$ cat config.mk
export PLATFORM = sky130hd
export DESIGN_NAME = three_rotor_enigma_cipher
export DESIGN_NICKNAME = d
export VERILOG_FILES = /design/src/hdl/enig_pkg.sv /design/src/hdl/enig_odometer.sv /design/src/hdl/enig_cell.sv /design/src/hdl/three_rotor_enigma_cipher.sv
export SDC_FILE = /design/constraint.sdc
export NUM_CORES = 1
export LEC_CHECK = 0
export BUFFER_PORTS_ARGS = -buffer_cell sky130_fd_sc_hd__buf_4
export CORE_MARGIN = 3
export CORE_UTILIZATION = 50
export CTS_CLUSTER_SIZE = 10
export DETAILED_ROUTE_END_ITERATION = 12
export PLACE_DENSITY = 0.66
export SETUP_SLACK_MARGIN = 0.05
export SYNTH_ARGS = -nofsm -noshare
export SYNTH_HDL_FRONTEND = slang
export SYNTH_SLANG_ARGS = --single-unit
$ cat constraint.sdc
create_clock -name clk -period 11.4 [get_ports clk]
set_input_delay 3.42 -clock clk [delete_from_list [all_inputs] [get_ports clk]]
set_output_delay 3.42 -clock clk [all_outputs]
set_load 0.005 [all_outputs]
$ cat src/hdl/enig_pkg.sv
// Shared types, constants and letter arithmetic for the three-rotor cipher.
package enig_pkg;

	localparam int ALPHA = 26;
	localparam int LETTER_W = 5;
	localparam int NUM_CELLS = 7;
	localparam int STAGE_W = 3;

	typedef logic [LETTER_W-1:0] letter_t;
	typedef logic [STAGE_W-1:0] stage_t;

	typedef struct packed {
		letter_t fast;
		letter_t middle;
		letter_t slow;
	} pos_t;

	localparam letter_t LAST_LETTER = letter_t'(ALPHA - 1);

	// Wiring of the seven passes in signal order: fast, middle, slow rotor,
	// reflector, then the return through slow, middle and fast.
	localparam logic [ALPHA*8-1:0] WIRING [NUM_CELLS] = '{
		"BDFHJLCPRTXVZNYEIWGAKMUSQO",
		"AJDKSIRUXBLHWTMCQGZNPYFVOE",
		"EKMFLGDQVZNTOWYHXUSPAIBRCJ",
		"IXUHFEZDAOMTKQJWNSRLCYPBVG",
		"UWYGADFPVZBECKMTHXSLRINQOJ",
		"AJPCZWRLFBDKOTYUQGENHXMIVS",
		"TAGBPCSDQEUFVNZHYIXJWLRKOM"
	};

	// Sum of two letters, reduced once since both are below the alphabet size.
	function automatic letter_t add_mod(letter_t a, letter_t b);
		logic [LETTER_W:0] sum;
		sum = {1'b0, a} + {1'b0, b};
		if (sum >= (LETTER_W+1)'(ALPHA)) begin
			sum = sum - (LETTER_W+1)'(ALPHA);
		end
		return sum[LETTER_W-1:0];
	endfunction

	function automatic letter_t sub_mod(letter_t a, letter_t b);
		letter_t diff;
		if (a >= b) begin
			diff = a - b;
		end else begin
			diff = letter_t'(ALPHA) - (b - a);
		end
		return diff;
	endfunction

	// The leftmost character of each wiring string sits at the top bits.
	function automatic letter_t wire_sub(stage_t stage, letter_t idx);
		logic [7:0] base;
		logic [7:0] ch;
		base = 8'(LAST_LETTER - idx) << 3;
		ch = WIRING[stage][base +: 8];
		return letter_t'(ch - 8'd65);
	endfunction

	// The reflector stands still; the other passes use their rotor's position.
	function automatic letter_t offset_sel(stage_t stage, pos_t pos);
		letter_t off;
		unique case (stage)
			3'd0, 3'd6: off = pos.fast;
			3'd1, 3'd5: off = pos.middle;
			3'd2, 3'd4: off = pos.slow;
			default:    off = '0;
		endcase
		return off;
	endfunction

endpackage

$ cat src/hdl/enig_odometer.sv
// Rotor position odometer that steps once for each accepted letter.
module enig_odometer (
	input  logic           clk,
	input  logic           arst_n,
	input  logic           step,
	input  logic           new_message,
	output enig_pkg::pos_t next_pos
);

	enig_pkg::pos_t pos_q;

	always_comb begin
		next_pos = pos_q;
		if (new_message) begin
			next_pos.fast = enig_pkg::letter_t'(1);
			next_pos.middle = '0;
			next_pos.slow = '0;
		end else if (pos_q.fast != enig_pkg::LAST_LETTER) begin
			next_pos.fast = pos_q.fast + enig_pkg::letter_t'(1);
		end else begin
			next_pos.fast = '0;
			if (pos_q.middle != enig_pkg::LAST_LETTER) begin
				next_pos.middle = pos_q.middle + enig_pkg::letter_t'(1);
			end else begin
				next_pos.middle = '0;
				if (pos_q.slow != enig_pkg::LAST_LETTER) begin
					next_pos.slow = pos_q.slow + enig_pkg::letter_t'(1);
				end else begin
					next_pos.slow = '0;
				end
			end
		end
	end

	always_ff @(posedge clk or negedge arst_n) begin
		if (!arst_n) begin
			pos_q <= '0;
		end else if (step) begin
			pos_q <= next_pos;
		end
	end

	a_pos_range: assert property (@(posedge clk) disable iff (!arst_n)
		pos_q.fast <= enig_pkg::LAST_LETTER && pos_q.middle <= enig_pkg::LAST_LETTER &&
		pos_q.slow <= enig_pkg::LAST_LETTER)
		else $error("rotor position out of range");

	a_restart: assert property (@(posedge clk) disable iff (!arst_n)
		step && new_message |=> pos_q.fast == enig_pkg::letter_t'(1) &&
		pos_q.middle == '0 && pos_q.slow == '0)
		else $error("new message did not restart the rotors");

	a_hold: assert property (@(posedge clk) disable iff (!arst_n)
		!step |=> $stable(pos_q))
		else $error("rotors moved without a letter");

endmodule

$ cat src/hdl/enig_cell.sv
// One substitution pass of the cipher chain, registered at its output.
module enig_cell (
	input  logic              clk,
	input  logic              arst_n,
	input  logic              en,
	input  enig_pkg::stage_t  stage,
	input  logic              in_valid,
	input  enig_pkg::letter_t in_letter,
	input  enig_pkg::pos_t    in_pos,
	output logic              out_valid,
	output enig_pkg::letter_t out_letter,
	output enig_pkg::pos_t    out_pos
);

	enig_pkg::letter_t off;
	enig_pkg::letter_t idx;
	enig_pkg::letter_t sub;
	enig_pkg::letter_t res;
	logic              valid_s1;
	enig_pkg::letter_t letter_s1;
	enig_pkg::pos_t    pos_s1;

	// Shift into the rotor frame, go through the wiring, shift back out.
	always_comb begin
		off = enig_pkg::offset_sel(stage, in_pos);
		idx = enig_pkg::add_mod(in_letter, off);
		sub = enig_pkg::wire_sub(stage, idx);
		res = enig_pkg::sub_mod(sub, off);
	end

	always_ff @(posedge clk or negedge arst_n) begin
		if (!arst_n) begin
			valid_s1 <= 1'b0;
		end else if (en) begin
			valid_s1 <= in_valid;
		end
	end

	always_ff @(posedge clk) begin
		if (en) begin
			letter_s1 <= res;
			pos_s1 <= in_pos;
		end
	end

	assign out_valid = valid_s1;
	assign out_letter = letter_s1;
	assign out_pos = pos_s1;

endmodule

$ cat src/hdl/three_rotor_enigma_cipher.sv
// Top level of the three-rotor letter cipher: odometer and chain of seven passes.
//
// Letters enter on the plain channel (plain_valid, plain_ready, plain_letter,
// new_message) and leave on the cipher channel (cipher_valid, cipher_ready,
// cipher_letter). Each channel moves one letter per transaction when its valid
// and ready are both high at a rising clock edge.
// A letter of 26 to 31 is folded down by 26 before it is enciphered.
// The rotor odometer steps at the accepting edge, so each letter carries its
// own rotor positions down the chain with it. Setting new_message restarts the
// count, and that letter is enciphered with the fast rotor at position one.
// The chain holds seven cells: fast, middle and slow rotor, reflector, then
// the slow, middle and fast rotors in reverse. Each cell is one register stage,
// and the last cell's register drives the cipher channel directly. A letter is
// registered in each cell in turn before it shows on cipher_valid. One letter
// can be accepted in every cycle while the output is not stalled, so the
// sustained rate is one letter per clock.
// When the receiver holds cipher_ready low with a result waiting, the whole
// chain freezes and plain_ready falls; bubbles do not close up but move down the chain.
// Asynchronous reset empties the chain and zeroes all three rotor positions, so
// the first letter after reset uses the same positions as one sent with new_message.
module three_rotor_enigma_cipher (
	input  logic                      clk,
	input  logic                      arst_n,
	input  logic                      plain_valid,
	output logic                      plain_ready,
	input  logic [4:0]                plain_letter,
	input  logic                      new_message,
	output logic                      cipher_valid,
	input  logic                      cipher_ready,
	output logic [4:0]                cipher_letter
);

	logic              en;
	logic              accept;
	enig_pkg::letter_t folded;
	enig_pkg::pos_t    next_pos;

	// Link k feeds cell k; link NUM_CELLS is the output register.
	logic              valid_c  [enig_pkg::NUM_CELLS+1];
	enig_pkg::letter_t letter_c [enig_pkg::NUM_CELLS+1];
	enig_pkg::pos_t    pos_c    [enig_pkg::NUM_CELLS+1];

	// The chain advances whenever the output register is empty or being read.
	assign en = !cipher_valid || cipher_ready;
	assign plain_ready = en;
	assign accept = plain_valid && en;

	assign folded = (plain_letter >= enig_pkg::letter_t'(enig_pkg::ALPHA)) ?
		plain_letter - enig_pkg::letter_t'(enig_pkg::ALPHA) : plain_letter;

	enig_odometer u_odometer (
		.clk         (clk),
		.arst_n      (arst_n),
		.step        (accept),
		.new_message (new_message),
		.next_pos    (next_pos)
	);

	assign valid_c[0] = plain_valid;
	assign letter_c[0] = folded;
	assign pos_c[0] = next_pos;

	for (genvar k = 0; k < enig_pkg::NUM_CELLS; k++) begin : g_cell
		enig_cell u_cell (
			.clk        (clk),
			.arst_n     (arst_n),
			.en         (en),
			.stage      (enig_pkg::stage_t'(k)),
			.in_valid   (valid_c[k]),
			.in_letter  (letter_c[k]),
			.in_pos     (pos_c[k]),
			.out_valid  (valid_c[k+1]),
			.out_letter (letter_c[k+1]),
			.out_pos    (pos_c[k+1])
		);
	end

	assign cipher_valid = valid_c[enig_pkg::NUM_CELLS];
	assign cipher_letter = letter_c[enig_pkg::NUM_CELLS];

	a_out_range: assert property (@(posedge clk) disable iff (!arst_n)
		cipher_valid |-> cipher_letter <= enig_pkg::LAST_LETTER)
		else $error("cipher letter out of range");

	a_chain_frozen: assert property (@(posedge clk) disable iff (!arst_n)
		!en |=> $stable(valid_c[3]) && $stable(letter_c[3]))
		else $error("chain moved while the output was stalled");

	a_no_accept_stall: assert property (@(posedge clk) disable iff (!arst_n)
		cipher_valid && !cipher_ready |-> !accept)
		else $error("letter accepted while the output was stalled");

endmodule
==> metrics.cfg, run 1 <==
[yosys]
syn_avg_cell_area_sq_um = 9.431
yosysTopAreaCell = edfxtp_1
synth_common_cells = 155 x ha_1, 140 x inv_1, 116 x nand2_1
syn_nets = 1475
synth-edff-count = 110
synthFlopType = edfxtp_1
synth_seq_cells = 132
async_reset_ff_share_pct = 16.67
syn_inst = 1286
yosysUniqueCellTypes = 80
synthDominantCellAreaShare_pct = 27.24
yosysWarningCount = 0
yosys-top-cells-area = edfxtp_1 27%, ha_1 16%, xnor2_1 5.4%, dfrtp_1 4.5%, inv_1 4.3%
synth.most_common_cell = ha_1
synth.cell_area_sq_um = 12130
ys_seq_area_share_pct = 31.78

[clock_tree]
clk_path_buf_depth = 2
cts-root-buf = clkbuf_16
cts.repair.resized = 0
cts-buffers-inserted = 17
insertion_delay_ns = 0.42
clock_sinks = 132
cts_setup_buffers = 0
htree_levels = 4
hold_buffers = 0
cts_tree = built
path_clk_slew_ns = 0.06

[grt]
grt_pass1_wl_um = 38910
grt_max_degree = 90
grt_pass1_vias = 8475
overflow = 0
globalRouteTotalUtil_pct = 17.45
antenna_found_initial = 0

[setup_path]
crit_path_start_kind = input pin
required_ns = 11.56
r2r-start = u_odometer.pos_q[11]
startpoint = plain_letter[1]
cp-end-kind = flip-flop
crit_path_top_delay_cell = nor3_1
path_max_fanout = 11
cpLargestDelayFamily = compound AO/OA/AOI/OAI gates
path_class = input pin to flip-flop
critPathBufInv = 3
crit_path_frequent_cell = ha_1
slowest_delay_ns = 0.56
crit_arrival_ns = 9.89

[placement]
dp_hpwl_um = 17120
io_buffers = 16
gp_congestion = 0.8861
post-place-ws_ns = 1.365

[cells_and_area]
area_growth_pct = 8.655
drive_above_1_share_pct = 7.159
fillers = 2113
antenna_cells = 0
fin_nets = 1489

[timing]
min_period_ns = 9.736
setup_violations = 0
hold_viol_final = 0
fin_tns_setup_ns = 0
clock_skew_ns = 0.009653
final.period_utilization_pct = 85.41
rsz0062_at_grt = no
setup_ws_ns = 1.664
tightestPinTransition_ns = 1.081
fmax_mhz = 102.7
final_max_slew_viol_count = 0
slew_headroom_pct = 27.93

[flow_run]
max-cap-violations = 0

[detailed_routing]
route.met3.wl_um = 588
vias = 9038
highest_layer = met4
met1Wirelength_um = 11230
drt_iter0_markers = 683
met2_length_um = 10570
wl_per_cell_um = 13.84
dr.pass1.iters = 5
drt_wl_total_um = 22590
drc = 0
viasPerCell = 5.538
final_antenna_net_count = 0

[die]
coreArea_sq_um = 23680
start_util_pct = 51.21
core.rowCount = 56
die_area_sq_um = 26160
io_pins = 17
die_w_um = 161.7
die_h_um = 161.7

[worst_hold_path]
hp-class = flip-flop to flip-flop
hp-start = g_cell[0].u_cell.out_pos[12]

[run_status]
status = finished clean

[registers in the layout, summed over array words and instances, names as in the netlist]
signal	cells
g_cell.u_cell.out_pos	75
g_cell.u_cell.out_letter	35
u_odometer.pos_q	15
g_cell.u_cell.out_valid	7
[area by class of cell]
class | instances | area, sq um | share of cell area, %
tap | 319 | 399.1 | 3.029
timing repair buffer | 20 | 150.1 | 1.139
multi-input combinational | 987 | 7646 | 58.02
inverter | 142 | 535.5 | 4.064
sequential | 132 | 3854 | 29.24
clock inverter | 15 | 167.7 | 1.272
clock buffer | 17 | 425.4 | 3.228
[metrics by stage]
stage	util (%)	std cells	hold slack [ns]	cell area [sq um]
after floorplan	-	1286	0.4003	12130
after global placement	53.14	1600	0.4003	12580
after detailed placement	53.14	1600	0.4045	12580
after CTS	55.64	1632	0.4145	13180
after global routing	55.64	1632	0.4119	13180
final	55.64	1632	0.4150	13180
[layer usage]
metal / track usage (%) / up-vias
met1: 24.19 / 4236
met3: 3.086 / 15
li1: - / 4662
met4: 4.033 / 0
met2: 28.74 / 125
met5: 0 / -
[cells in the final DEF (no fill, tap or decap), drive strengths merged, types with 17 or more instances in the layout]
cell type,n
ha,155
inv,148
nand2,116
edfxtp,110
o21ai,82
xnor2,75
a21oi,73
nor2,71
xor2,37
nand3,31
mux2i,25
a21o,24
fa,24
mux2,23
dfrtp,22
nor3,21
a31oi,20
buf,20
clkbuf,17
[worst reg2reg max path: cells and delay by family (launching register included)]
kind	cells	cell delay [ns]
DFF	1	0.41
muxes	2	0.48
and+or+nand+nor	8	1.94
buffers and inverters	3	0.25
AOI/OAI and AO/OA	13	2.73
xor gates and xnor gates	1	0.15
adders and majority gates	5	1.46
[worst paths after layout]
kind,slack (ns),cells past startpoint,to
worst min register to register,0.41,0,g_cell[1].u_cell.out_pos[12]
min in group asynchronous,2.89,1,u_odometer.pos_q[4]
worst min-delay path,0.41,0,g_cell[1].u_cell.out_pos[12]
worst max register to register,3.73,32,g_cell[0].u_cell.out_letter[4]
worst max-delay path,1.66,31,g_cell[0].u_cell.out_letter[4]
max in group asynchronous,8.27,1,g_cell[5].u_cell.out_valid
[cells by family (layout without fill, tap and decap cells)]
logic type / after synthesis / count (layout) / share of synthesized area, %
AO/OA/AOI/OAI: 330 / 330 / 18.05
XOR/XNOR: 113 / 113 / 8.274
adder cells (fa/ha/maj): 181 / 181 / 20.12
buffers and inverters: 167 / 194 / 5.179
flip-flops: 132 / 132 / 31.78
multiplexers: 50 / 50 / 4.570
AND/OR/NAND/NOR: 313 / 313 / 12.03
Power of run 1 is left out: the tool's default activity adds up to more than one toggle a clock period on the data nets, which glitch-free logic cannot reach.
==> run 2: changes to the inputs <==
--- a/config.mk
+++ b/config.mk
@@ -7,10 +7,10 @@
 export LEC_CHECK = 0
 export BUFFER_PORTS_ARGS = -buffer_cell sky130_fd_sc_hd__buf_4
 export CORE_MARGIN = 3
-export CORE_UTILIZATION = 50
+export CORE_UTILIZATION = 59
 export CTS_CLUSTER_SIZE = 10
 export DETAILED_ROUTE_END_ITERATION = 12
-export PLACE_DENSITY = 0.66
+export PLACE_DENSITY = 0.78
 export SETUP_SLACK_MARGIN = 0.05
 export SYNTH_ARGS = -nofsm -noshare
 export SYNTH_HDL_FRONTEND = slang
==> constraint.sdc (replaced) <==
create_clock -name clk -period 8.1 [get_ports clk]
set_input_delay 2.43 -clock clk [delete_from_list [all_inputs] [get_ports clk]]
set_output_delay 2.43 -clock clk [all_outputs]
set_load 0.005 [all_outputs]
==> run 2 against run 1 <==
Effect of this change:
- cell count decreased by 1.2%
- critical path depth rose by 1
- global-route usage up 4.5 points
- non-clock buffer count up 35
- flip-flop and latch count unchanged
- first-iteration DRC count shrank 12%
- count of clock-buffer cells in the layout up 1
- design area increased by 2.3%
- via count up 3.4%
- register-to-register slack got worse by 2.6 ns
==> metrics.cfg, run 2 (synthesis results as in run 1) <==
[setup_path]
crit_path_start_kind = input pin
slowest_delay_ns = 0.42
crit_path_top_delay_cell = or3_4
required_ns = 8.26
reg2reg_depth = 27
crit_arrival_ns = 7.90
path_max_fanout = 5
cp-end-kind = flip-flop
path_class = input pin to flip-flop

[die]
die_w_um = 149.4
io_pins = 17
die_area_sq_um = 22310
core.rowCount = 51
die_h_um = 149.4
start_util_pct = 61.11
coreArea_sq_um = 19850

[cells_and_area]
fillers = 1520
final_core_util_pct = 67.93
layout_commonest_cell = ha_1
seqCellArea_sq_um = 3854
design_area_sq_um = 13480
layout_common_cells = 151 x ha_1, 139 x inv_1, 116 x nand2_1
antenna_cells = 0
fin_nets = 1524
area_growth_pct = 11.16
drive_above_1_share_pct = 10.91
largest_register_ff_count = 75
multi_input_area_sq_um = 7757

[timing]
final_max_slew_viol_count = 0
tightestPinTransition_ns = 1.100
setup_violations = 0
fmax_mhz = 129.2
clock_skew_ns = 0.008943
final.period_utilization_pct = 95.59
fin_tns_setup_ns = 0
hold_viol_final = 0
min_period_ns = 7.742
slew_headroom_pct = 26.13

[clock_tree]
cts_tree = built
htree_levels = 4
clock_sinks = 132
insertion_delay_ns = 0.42
clk_path_buf_depth = 2
hold_buffers = 0
cts-buffers-inserted = 17
path_clk_slew_ns = 0.06
cts-root-buf = clkbuf_16

[detailed_routing]
drt_wl_total_um = 24350
drt_iter0_markers = 602
final_antenna_net_count = 0
dr.pass1.iters = 5
vias = 9348
drc = 0
viasPerCell = 5.795
wl_per_cell_um = 15.10

[flow_run]
max-cap-violations = 0

[grt]
overflow = 0
grt_pass1_vias = 9132
grt_max_degree = 82
globalRouteTotalUtil_pct = 21.92
antenna_found_initial = 0
grt_pass1_wl_um = 40940

[placement]
gp_congestion = 0.9121
dp_hpwl_um = 17940
io_buffers = 16
dpl_cell_area_sq_um = 12800

[worst_hold_path]
hp-class = flip-flop to flip-flop
whs_path_depth = 0

[run_status]
status = finished clean

-- run 2: what timing repair did --
| action | CTS | global route |
|---|---|---|
| resized for setup | 0 | 17 |
| buffers inserted | 0 | 2 |
| endpoints found under the setup margin | 0 | 4 |
-- run 2: area by class of cell --
cell class	count	share of cell area, %
well taps	265	2.459
repair buffers	55	3.063
clock inverters	14	1.123
clock buffers	18	3.258
inverters	142	3.972
multi-input cells	987	57.54
flip-flops and latches	132	28.58
-- run 2: worst max-delay path, delay by kind of cell --
family / cells / cell delay, ns
fa+ha+maj: 5 / 1.27
simple gates: 5 / 0.99
xor+xnor: 2 / 0.34
compound gates: 15 / 2.36
buf+inv: 4 / 0.37
mux: 1 / 0.12
-- run 2: per-layer routing --
layer  routed length (um)  track usage, %  up-vias
met4                  286           5.217        0
met1                11110           28.30     4439
met2                12260           38.82      153
met5                    0               0        -
met3                  694           3.373       27
li1                     -               -     4729
-- run 2: worst paths after layout --
path	startpoint	end	slack, ns
setup / recovery	plain_letter[2]	g_cell[0].u_cell.out_letter[4]	0.36
min in group asynchronous	arst_n	u_odometer.pos_q[11]	1.91
hold / removal	g_cell[4].u_cell.out_pos[10]	g_cell[5].u_cell.out_pos[10]	0.41
setup reg to reg	g_cell[5].u_cell.out_pos[11]	g_cell[6].u_cell.out_letter[4]	1.18
max in group asynchronous	arst_n	g_cell[4].u_cell.out_valid	5.94
hold reg to reg	g_cell[4].u_cell.out_pos[10]	g_cell[5].u_cell.out_pos[10]	0.41
-- run 2: through the flow --
step,hold slack (ns),setup WS (ns),std cells
2_1_floorplan,0.4003,0.08422,1286
3_3_place_gp,0.4010,-0.01847,1579
3_5_place_dp,0.4045,-0.2206,1579
4_1_cts,0.4113,0.2075,1611
5_1_grt,0.4173,-0.003240,1613
6_report,0.4088,0.3575,1613
Power of run 2 is left out for the same reason.
